`config.mk`:
```
export PLATFORM = sky130hd
export DESIGN_NAME = url_percent_decoder_top
export DESIGN_NICKNAME = d
export VERILOG_FILES = /design/src/hdl/upd_pkg.sv /design/src/hdl/upd_front.sv /design/src/hdl/upd_queue.sv /design/src/hdl/upd_back.sv /design/src/hdl/url_percent_decoder_top.sv
export SDC_FILE = /design/constraint.sdc
export NUM_CORES = 1
export LEC_CHECK = 0
export BUFFER_PORTS_ARGS = -buffer_cell sky130_fd_sc_hd__buf_2
export CAP_MARGIN = 10
export CORE_AREA = 2 2 96 98
export DETAILED_ROUTE_END_ITERATION = 10
export DIE_AREA = 0 0 98 100
export GPL_TIMING_DRIVEN = 1
export PLACE_DENSITY_LB_ADDON = 0.2
export SYNTH_ARGS = -nofsm -noshare
export SYNTH_HDL_FRONTEND = slang
export SYNTH_SLANG_ARGS = --single-unit
```
`constraint.sdc`:
```
create_clock -name i_clk -period 3.55 [get_ports i_clk]
set_input_delay 0.71 -clock i_clk [delete_from_list [all_inputs] [get_ports i_clk]]
set_output_delay 0.71 -clock i_clk [all_outputs]
set_load 0.02 [all_outputs]
```
`src/hdl/upd_pkg.sv`:
```
// Shared types, character codes and hex decode helpers for the URL percent decoder.
package upd_pkg;

    localparam logic [7:0] C_PLUS  = 8'h2B;
    localparam logic [7:0] C_PCT   = 8'h25;
    localparam logic [7:0] C_SPACE = 8'h20;
    localparam logic [7:0] C_MINUS = 8'h2D;
    localparam logic [7:0] C_TAB   = 8'h09;
    localparam logic [7:0] C_CR    = 8'h0D;
    localparam logic [4:0] C_RADIX = 5'd16;

    typedef struct packed {
        logic [7:0] in_byte;
        logic       in_last;
    } t_in;

    typedef struct packed {
        logic [7:0] out_byte;
        logic       out_last;
    } t_out;

    // One queue entry. split: emit '%' first, then data with last set.
    typedef struct packed {
        logic       split;
        logic [7:0] data;
        logic       last;
    } t_cmd;

    // Bit 4 flags a hex digit, bits 3:0 hold its value.
    function automatic logic [4:0] hex_digit(input logic [7:0] c);
        logic [4:0] r;
        r = '0;
        if (c >= 8'h30 && c <= 8'h39) begin
            r = {1'b1, 4'(c - 8'h30)};
        end else if (c >= 8'h61 && c <= 8'h66) begin
            r = {1'b1, 4'(c - 8'h57)};
        end else if (c >= 8'h41 && c <= 8'h46) begin
            r = {1'b1, 4'(c - 8'h37)};
        end
        return r;
    endfunction

    function automatic logic [7:0] plain_byte(input logic [7:0] c);
        return (c == C_PLUS) ? C_SPACE : c;
    endfunction

    function automatic logic [7:0] decode_pair(input logic [7:0] a, input logic [7:0] b);
        logic [4:0] va;
        logic [4:0] vb;
        logic       lead;
        logic [7:0] r;
        va   = hex_digit(a);
        vb   = hex_digit(b);
        lead = (a == C_SPACE) || (a >= C_TAB && a <= C_CR) || (a == C_PLUS) || (a == C_MINUS);
        r    = '0;
        if (va[4]) begin
            if (vb[4]) begin
                r = 8'({4'd0, va[3:0]} * C_RADIX) + {4'd0, vb[3:0]};
            end else begin
                r = {4'd0, va[3:0]};
            end
        end else if (lead && vb[4]) begin
            if (a == C_MINUS) begin
                r = 8'd0 - {4'd0, vb[3:0]};
            end else begin
                r = {4'd0, vb[3:0]};
            end
        end
        return r;
    endfunction

endpackage

```
`src/hdl/upd_front.sv`:
```
// Front end: accepts input beats, tracks escape state, pushes decode commands.
module upd_front (
    input  logic         i_clk,
    input  logic         i_rst_n,
    input  logic         i_in_valid,
    output logic         o_in_ready,
    input  upd_pkg::t_in i_in_item,
    input  logic         i_q_full,
    output logic         o_push,
    output upd_pkg::t_cmd o_cmd
);
    import upd_pkg::*;

    typedef enum logic [1:0] {
        PH_IDLE,
        PH_PCT,
        PH_HELD
    } t_phase;

    t_phase     r_phase, n_phase;
    logic [7:0] r_held, n_held;
    logic       accept;
    logic       n_push;
    t_cmd       n_cmd;

    assign o_in_ready = !i_q_full;
    assign accept     = i_in_valid && !i_q_full;

    always_comb begin
        n_phase = r_phase;
        n_held  = r_held;
        n_push  = 1'b0;
        n_cmd   = '{split: 1'b0, data: plain_byte(i_in_item.in_byte),
                    last: i_in_item.in_last};
        case (r_phase)
            PH_PCT: begin
                if (i_in_item.in_last) begin
                    n_push     = 1'b1;
                    n_cmd.split = 1'b1;
                    n_phase    = PH_IDLE;
                end else begin
                    n_held  = i_in_item.in_byte;
                    n_phase = PH_HELD;
                end
            end
            PH_HELD: begin
                n_push     = 1'b1;
                n_cmd.data = decode_pair(r_held, i_in_item.in_byte);
                n_phase    = PH_IDLE;
            end
            default: begin
                if (i_in_item.in_byte == C_PCT) begin
                    if (i_in_item.in_last) begin
                        n_push     = 1'b1;
                        n_cmd.data = C_PCT;
                        n_phase    = PH_IDLE;
                    end else begin
                        n_phase = PH_PCT;
                    end
                end else begin
                    n_push  = 1'b1;
                    n_phase = PH_IDLE;
                end
            end
        endcase
    end

    assign o_push = accept && n_push;
    assign o_cmd  = n_cmd;

    always_ff @(posedge i_clk) begin
        if (!i_rst_n) begin
            r_phase <= PH_IDLE;
            r_held  <= '0;
        end else if (accept) begin
            r_phase <= n_phase;
            r_held  <= n_held;
        end
    end

endmodule

```
`src/hdl/upd_queue.sv`:
```
// Small register FIFO of decode commands between front and back end.
module upd_queue #(
    parameter int DEPTH = 2
) (
    input  logic          i_clk,
    input  logic          i_rst_n,
    input  logic          i_push,
    input  upd_pkg::t_cmd i_data,
    output logic          o_full,
    input  logic          i_pop,
    output logic          o_empty,
    output upd_pkg::t_cmd o_data
);
    import upd_pkg::*;

    localparam int PW = (DEPTH > 1) ? $clog2(DEPTH) : 1;
    localparam int CW = $clog2(DEPTH + 1);
    localparam logic [PW-1:0] LAST_PTR = PW'(DEPTH - 1);
    localparam logic [CW-1:0] FULL_CNT = CW'(DEPTH);

    t_cmd          r_mem [DEPTH];
    logic [PW-1:0] r_wr_ptr, r_rd_ptr;
    logic [CW-1:0] r_count;

    assign o_full  = (r_count == FULL_CNT);
    assign o_empty = (r_count == '0);
    assign o_data  = r_mem[r_rd_ptr];

    always_ff @(posedge i_clk) begin
        if (i_push) begin
            r_mem[r_wr_ptr] <= i_data;
        end
    end

    always_ff @(posedge i_clk) begin
        if (!i_rst_n) begin
            r_wr_ptr <= '0;
            r_rd_ptr <= '0;
            r_count  <= '0;
        end else begin
            if (i_push) begin
                r_wr_ptr <= (r_wr_ptr == LAST_PTR) ? '0 : r_wr_ptr + 1'b1;
            end
            if (i_pop) begin
                r_rd_ptr <= (r_rd_ptr == LAST_PTR) ? '0 : r_rd_ptr + 1'b1;
            end
            if (i_push && !i_pop) begin
                r_count <= r_count + 1'b1;
            end else if (!i_push && i_pop) begin
                r_count <= r_count - 1'b1;
            end
        end
    end

endmodule

```
`src/hdl/upd_back.sv`:
```
// Back end: drains commands into the output register, splitting two-beat commands.
module upd_back (
    input  logic          i_clk,
    input  logic          i_rst_n,
    input  logic          i_q_empty,
    input  upd_pkg::t_cmd i_q_data,
    output logic          o_pop,
    output logic          o_out_valid,
    input  logic          i_out_ready,
    output upd_pkg::t_out o_out_item
);
    import upd_pkg::*;

    logic       r_out_valid;
    t_out       r_out;
    logic       r_pend;
    logic [7:0] r_pend_byte;
    logic       load;

    assign load        = !r_out_valid || i_out_ready;
    assign o_pop       = load && !r_pend && !i_q_empty;
    assign o_out_valid = r_out_valid;
    assign o_out_item  = r_out;

    always_ff @(posedge i_clk) begin
        if (!i_rst_n) begin
            r_out_valid <= 1'b0;
            r_pend      <= 1'b0;
        end else if (load) begin
            if (r_pend) begin
                r_out_valid <= 1'b1;
                r_pend      <= 1'b0;
            end else if (!i_q_empty) begin
                r_out_valid <= 1'b1;
                r_pend      <= i_q_data.split;
            end else begin
                r_out_valid <= 1'b0;
            end
        end
    end

    // payload: no reset needed
    always_ff @(posedge i_clk) begin
        if (load) begin
            if (r_pend) begin
                r_out <= '{out_byte: r_pend_byte, out_last: 1'b1};
            end else if (i_q_data.split) begin
                r_out       <= '{out_byte: C_PCT, out_last: 1'b0};
                r_pend_byte <= i_q_data.data;
            end else begin
                r_out <= '{out_byte: i_q_data.data, out_last: i_q_data.last};
            end
        end
    end

endmodule

```
`src/hdl/url_percent_decoder_top.sv`:
```
// A beat that yields output goes through the queue and output register to o_out_valid.
// Throughput: one input beat per cycle while o_in_ready is high; a truncated escape
// yields two output beats; no pop while the second is sent, so o_in_ready can drop.
// o_in_ready drops only when the command queue is full.
// Reset: synchronous, active low; clears escape state, queue pointers and output valid.
module url_percent_decoder_top #(
    parameter int QDEPTH = 2
) (
    input  logic          i_clk,
    input  logic          i_rst_n,
    input  logic          i_in_valid,
    output logic          o_in_ready,
    input  upd_pkg::t_in  i_in_item,
    output logic          o_out_valid,
    input  logic          i_out_ready,
    output upd_pkg::t_out o_out_item
);
    import upd_pkg::*;

    logic q_full, q_empty, q_push, q_pop;
    t_cmd push_cmd, head_cmd;

    upd_front u_front (
        .i_clk      (i_clk),
        .i_rst_n    (i_rst_n),
        .i_in_valid (i_in_valid),
        .o_in_ready (o_in_ready),
        .i_in_item  (i_in_item),
        .i_q_full   (q_full),
        .o_push     (q_push),
        .o_cmd      (push_cmd)
    );

    upd_queue #(
        .DEPTH (QDEPTH)
    ) u_queue (
        .i_clk   (i_clk),
        .i_rst_n (i_rst_n),
        .i_push  (q_push),
        .i_data  (push_cmd),
        .o_full  (q_full),
        .i_pop   (q_pop),
        .o_empty (q_empty),
        .o_data  (head_cmd)
    );

    upd_back u_back (
        .i_clk       (i_clk),
        .i_rst_n     (i_rst_n),
        .i_q_empty   (q_empty),
        .i_q_data    (head_cmd),
        .o_pop       (q_pop),
        .o_out_valid (o_out_valid),
        .i_out_ready (i_out_ready),
        .o_out_item  (o_out_item)
    );

endmodule

```
==> results of run 1 <==
## final timing paths
kind / slack, ps / start / cells past startpoint / endpoint
hold reg to reg: 530 / u_back.r_pend_byte[6] / 2 / u_back.o_out_item[7]
setup / recovery: 510 / i_in_item[1] / 11 / u_queue.r_mem[0][5]
setup reg to reg: 1110 / u_front.r_phase[0] / 8 / u_queue.r_count[1]
hold / removal: 530 / u_back.r_pend_byte[6] / 2 / u_back.o_out_item[7]
## where the power goes
part	switching (W)	total (W)	internal (W)	leakage (nW)
Combinational	0.000277	0.000482	0.000205	0.650
Clock	0.000199	0.000339	0.000139	0.0374
Sequential	0.0000707	0.000923	0.000852	0.497
Total	0.000547	0.00174	0.00120	1.18
## metal layers
metal  routed length, µm  vias up  track usage (%)
met5                   0        -                0
met2                3070       34             24.8
met4                 101        0             4.17
li1                    -     1058                -
met1                2650      944             14.9
met3                 155        8             2.65
## state kept, by name, indices dropped and copies added, names as in the netlist, named ones only
name and flops:
u_queue.r_mem 20, u_back.o_out_item 9, u_back.r_pend_byte 8, u_front.r_held 8, u_front.r_phase 2, u_queue.r_count 2
u_back.o_out_valid 1, u_back.r_pend 1, u_queue.r_rd_ptr 1, u_queue.r_wr_ptr 1
## per-stage QoR
stage,util (%),instances
6_report,36.7,413
5_1_grt,36.7,413
4_1_cts,36.7,413
3_5_place_dp,35.7,405
3_3_place_gp,35.7,405
2_1_floorplan,-,283
## cells in the final DEF (no fill, tap or decap), types with 8 or more instances in the layout
cell type and instances:
a21oi_1 16, and2_1 9, buf_2 23, dfxtp_1 17, edfxtp_1 37, ha_1 11, inv_1 11, mux2_2 9
mux2i_1 8, nand2_1 24, nand2b_1 9, nor2_1 12, nor2b_1 15, nor3_1 8, o21ai_0 19
## worst max-delay path, delay by kind of cell
| family | cells | cell delay [ps] |
|---|---|---|
| adder cells (fa/ha/maj) | 2 | 460 |
| AND/OR/NAND/NOR | 4 | 1030 |
| AO/OA/AOI/OAI | 3 | 610 |
| buffers and inverters | 2 | 280 |
## cell families after synthesis
kind of cell             after synthesis  synth area share [%]
AO/OA/AOI/OAI                         65                  14.0
XOR/XNOR                               8                  2.34
buffers and inverters                 24                  3.81
adder cells (fa/ha/maj)               11                  4.60
flip-flops                            54                  48.6
multiplexers                          17                  6.07
AND/OR/NAND/NOR                      104                  20.6
## area by class of cell
class                   instances  area [µm²]  share of cell area [%]
inverters                      11        41.3                    1.26
well taps                     111         139                    4.25
flip-flops and latches         54        1450                    44.4
clock inverters                 2        15.0                   0.460
repair buffers                 24         123                    3.75
multi-input cells             205        1420                    43.6
clock buffers                   6        72.6                    2.22
==> results by group, run 1 <==
Global routing
  • Vias in the first global route: 2,188
  • Grt ovf: 0
  • GRT Util Overall: 13.2%
  • First-pass GRT wire length: 10.6 mm
  • Largest net degree at the start of global routing: 21
  • Initial antenna violation count: 0

Clocking
  • # hold bufs at CTS: 0
  • Post-CTS Setup Bufs: 0
  • Max Root-Sink Buffers: 2
  • Reg clk slew, reported paths: 100 ps
  • Root Buffer: clkbuf_8
  • Number of gates resized after cts: 0
  • Clk sinks: 54
  • TritonCTS clock tree: yes
  • CTS buffer count: 5
  • Htree depth: 2
  • Clock Latency Late Sink: 300 ps

Die
  • Starting utilization of the core area: 33.6%
  • Rows: 35
  • Io pins: 24
  • Horiz. Die Dim: 98 µm
  • Die height: 100 µm
  • Die area: 0.00980 mm²
  • Core Region: 0.00889 mm²

Detailed routing
  • First-pass DRT Iterations: 4
  • Vias/cell: 4.95
  • Routed Antenna Nets: 0
  • Routed len/inst: 14.5 µm
  • Number of DRC markers in iteration 0: 56
  • Vias post-DR: 2,044
  • Detailed-route DRC error count: 0
  • Drt total wl: 5.98 mm

Worst setup path
  • Critical Path End Type: register
  • Worst Path Required: 3600 ps
  • Crit-path max cell delay: 370 ps
  • Slowest library cell on the worst path: nor4b_1
  • Crit Path Max Fanout: 7
  • Worst path cell trace: buf_2, inv_1, ha_1, or3b_1, and4_4, a22oi_1, ha_1, nor4b_1, nor3_1, o21ai_1, o21ai_1
  • Critical Setup Path Class: in2reg
  • Crit path launch type: input port
  • Crit path DAT: 3090 ps

Place
  • HPWL after detailed placement: 4.53 mm
  • Setup Slack @ Placement: 223 ps
  • Routability cong.: 0.798
  • Placed cell area: 0.00318 mm²
  • Port buffer count: 23

Timing
  • Final period utilization: 85.7%
  • TNS Setup: 0 ps
  • Slew margin rel.: 57.4%
  • WHS: 533 ps
  • Final WS setup: 508 ps
  • RSZ-0062 raised after global routing: no
  • Final hold vios: 0
  • Setup Skew: 8.42 ps
  • Post-route minimum period: 3040 ps
  • Final Max Tran Viols: 0
  • Worst slew pin tran: 636 ps
  • Fmax: 0.329 GHz
  • Setup violators final: 0

Cells and area
  • Area Growth Syn to Fin: 9.25%
  • Proportion of layout cells with a drive suffix above 1: 16.6%
  • Antenna Diode Count: 0
  • Final net count: 325
  • Post-layout instance area: 0.00327 mm²
  • Fill cells: 893

Synthesis
  • Net Count, Synth: 307
  • Area share of the largest cell type after synthesis: 37.2%
  • Share of synthesized registers carrying an async set or reset: 0%
  • Sequential area share after synthesis: 48.6%
  • Synth Flop Type: edfxtp_1
  • Number of flops mapped to enable cells by yosys: 37
  • Most frequent cell after synthesis: edfxtp_1
  • Post-synth cell types: 56
  • Post-Syn Area: 0.00299 mm²
  • Area contributors post-synth: edfxtp_1, dfxtp_1, ha_1
  • Synth cell count leaders: edfxtp_1, nand2_1, o21ai_0
  • Syn Area/Cell: 10.6 µm²
  • FF+latch count, synth: 54
  • Synth Warn #: 0
  • Synth area leader: edfxtp_1
  • Cells after synthesis: 283

Flow run
  • Max-cap violations: 0

Hold path
  • Worst hold path class: reg2reg

Outcome
  • Outcome: finished, final reports clean

Power
  • Worst vdd ir: 186 µV
  • Power, Total: 0.00174 W
  • PwrDens: 534 mW/mm²
  • LEAKAGE: 1.18 nW
No activity file was read; power rests on OpenSTA's default activity.
==> run 2: changes to the inputs <==
==> constraint.sdc (replaced) <==
create_clock -name i_clk -period 3.55 [get_ports i_clk]
set_input_delay 0.355 -clock i_clk [delete_from_list [all_inputs] [get_ports i_clk]]
set_output_delay 0.355 -clock i_clk [all_outputs]
set_load 0.02 [all_outputs]
==> run 2 against run 1 <==
Against the previous run: clock-buffer cell count did not move; total power is 3.9% higher; first-iteration DRC count grew 39%; worst setup slack improved by 290 ps; final area rose by 0.69%; non-clock buffer count is the same; die area did not move; register-to-register slack lost 20 ps; critical path depth unchanged.
==> results by group, run 2 (synthesis gave the netlist of run 1 again) <==
Timing
  • Worst slew pin tran: 627 ps (was 636 ps)
  • WHS: 340 ps (was 533 ps)
  • RSZ-0062 raised after global routing: no (unchanged)
  • Post-route minimum period: 2750 ps (was 3040 ps)
  • Final period utilization: 77.5% (was 85.7%)
  • Slew margin rel.: 58.0% (was 57.4%)
  • Fmax: 0.364 GHz (was 0.329 GHz)
  • Final Max Tran Viols: 0 (unchanged)
  • TNS Setup: 0 ps (unchanged)
  • Setup violators final: 0 (unchanged)
  • Setup Skew: 3.58 ps (was 8.42 ps)
  • Final hold vios: 0 (unchanged)

Worst setup path
  • Crit path DAT: 2800 ps (was 3090 ps)
  • Worst path cell trace: buf_2, inv_1, ha_1, or3b_1, and4_4, a22oi_1, ha_1, nor4b_1, nor3_1, o21ai_1, o21ai_1 (unchanged)
  • Worst-case reg-to-reg path depth: 9 (was 8)
  • Critical Path End Type: register (unchanged)
  • Reg2reg setup slack: 1090 ps (was 1110 ps)
  • Reg2reg end: u_queue.r_count[1] (unchanged)
  • Critical Setup Path Class: in2reg (unchanged)
  • Crit path launch type: input port (unchanged)
  • FF-to-FF Start: u_front.r_phase[0] (unchanged)
  • Buf+Inv Stages, Crit Path: 2 (unchanged)
  • Slowest library cell on the worst path: nor4b_1 (unchanged)
  • Worst Path Required: 3600 ps (about the same)
  • Crit Path Max Fanout: 7 (unchanged)
  • Crit path max-delay family: simple AND/OR/NAND/NOR gates (unchanged)
  • Crit-path max cell delay: 440 ps (was 370 ps)

Clocking
  • CTS buffer count: 5 (unchanged)
  • Max Root-Sink Buffers: 2 (unchanged)
  • Root Buffer: clkbuf_8 (unchanged)
  • Clock Latency Late Sink: 300 ps (about the same)
  • # hold bufs at CTS: 0 (unchanged)
  • Htree depth: 2 (unchanged)
  • TritonCTS clock tree: yes (unchanged)
  • Post-CTS Setup Bufs: 0 (unchanged)
  • Reg clk slew, reported paths: 90 ps (was 100 ps)
  • Number of gates resized after cts: 0 (unchanged)
  • Clk sinks: 54 (unchanged)

Cells and area
  • Final net count: 325 (unchanged)
  • Most common cell after layout, fill and taps aside: edfxtp_1 (unchanged)
  • Top reg by flops: u_queue.r_mem (unchanged)
  • Max reg flops: 20 (unchanged)
  • Area Growth Syn to Fin: 10.0% (was 9.25%)
  • Fill cells: 887 (was 893)
  • Proportion of layout cells with a drive suffix above 1: 16.6% (unchanged)
  • Antenna Diode Count: 0 (unchanged)
  • Most frequent cells in the layout: edfxtp_1, nand2_1, buf_2 (unchanged)

Power
  • Reg power frac: 50.9% (was 52.9%)
  • Clock power frac: 22.6% (was 19.4%)
  • Pint: 0.00127 W (was 0.00120 W)
  • Combinational share of power: 26.5% (was 27.6%)
  • Switching pwr: 0.000545 W (was 0.000547 W)
  • Worst vdd ir: 205 µV (was 186 µV)
  • LEAKAGE: 1.20 nW (was 1.18 nW)
  • PwrDens: 551 mW/mm² (was 534 mW/mm²)
  • Net Sw Frac: 30.1% (was 31.4%)

Place
  • Port buffer count: 23 (unchanged)
  • HPWL after detailed placement: 4.52 mm (was 4.53 mm)
  • Routability cong.: 0.813 (was 0.798)

Detailed routing
  • Number of DRC markers in iteration 0: 78 (was 56)
  • Routed Antenna Nets: 0 (unchanged)
  • Detailed-route DRC error count: 0 (unchanged)
  • Drt total wl: 6.02 mm (was 5.98 mm)
  • Vias post-DR: 2,108 (was 2,044)
  • Routed len/inst: 14.6 µm (was 14.5 µm)
  • First-pass DRT Iterations: 4 (unchanged)
  • Vias/cell: 5.10 (was 4.95)

Hold path
  • Hold Path Depth: 1 (was 2)
  • Hold Path Sink: u_queue.r_mem[1][0] (was u_back.o_out_item[7])
  • Hold Path Origin: i_in_item[0] (was u_back.r_pend_byte[6])
  • Worst hold path class: in2reg (was reg2reg)

Global routing
  • First-pass GRT wire length: 10.2 mm (was 10.6 mm)
  • Vias in the first global route: 2,086 (was 2,188)
  • Grt ovf: 0 (unchanged)
  • Initial antenna violation count: 0 (unchanged)
  • Largest net degree at the start of global routing: 21 (unchanged)
  • GRT Util Overall: 12.9% (was 13.2%)

Die
  • Core Region: 0.00889 mm² (unchanged)
  • Horiz. Die Dim: 98 µm (unchanged)
  • Die height: 100 µm (unchanged)
  • Io pins: 24 (unchanged)
  • Rows: 35 (unchanged)
  • Die area: 0.00980 mm² (unchanged)
  • Starting utilization of the core area: 33.6% (unchanged)

Flow run
  • Max-cap violations: 0 (unchanged)

Outcome
  • Outcome: finished, final reports clean (unchanged)
-- run 2: area by class of cell --
type                       count  area, µm²  area share, %
clock buffer                   6       72.6           2.21
clock inverter                 2       37.5           1.14
timing repair buffer          24        123           3.73
multi-input combinational    205       1420           43.3
sequential                    54       1450           44.1
tap                          111        139           4.22
inverter                      11       41.3           1.26
-- run 2: worst max-delay path by stage --
stage | from | slack (ps) | end | depth (start not counted)
2_1_floorplan | i_in_item[1] | 1010 | u_queue.r_mem[0][5] | 10
3_3_place_gp | i_in_item[1] | 620 | u_queue.r_mem[0][7] | 11
3_5_place_dp | i_in_item[1] | 570 | u_queue.r_mem[0][8] | 11
4_1_cts | i_in_item[1] | 890 | u_queue.r_mem[0][8] | 11
5_1_grt | i_in_item[1] | 600 | u_queue.r_mem[1][7] | 11
6_report | i_in_item[1] | 800 | u_queue.r_mem[0][8] | 11
-- run 2: routing by layer --
layer	routed length, µm	vias up	GRT usage, %
met5	0	-	0
li1	-	1053	-
met3	227	14	3.13
met1	2580	992	14.0
met2	3070	49	24.1
met4	141	0	4.81
-- run 2: per-stage QoR --
stage	util [%]	std cells	worst slack, ps	area, µm²	power, W
2_1_floorplan	-	283	1010	2990	0.00129
4_1_cts	37.0	413	886	3290	0.00184
3_3_place_gp	35.7	405	621	3180	0.00142
3_5_place_dp	35.7	405	567	3180	0.00143
6_report	37.0	413	799	3290	0.00181
5_1_grt	37.0	413	600	3290	0.00193
-- run 2: power groups by stage --
stage	logic (W)	registers, W	clock network [W]
after detailed placement	0.000487	0.000940	0
after global placement	0.000482	0.000938	0
after CTS	0.000490	0.000927	0.000421
after global routing	0.000541	0.000944	0.000444
final	0.000480	0.000923	0.000409
after floorplan	0.000313	0.000976	0
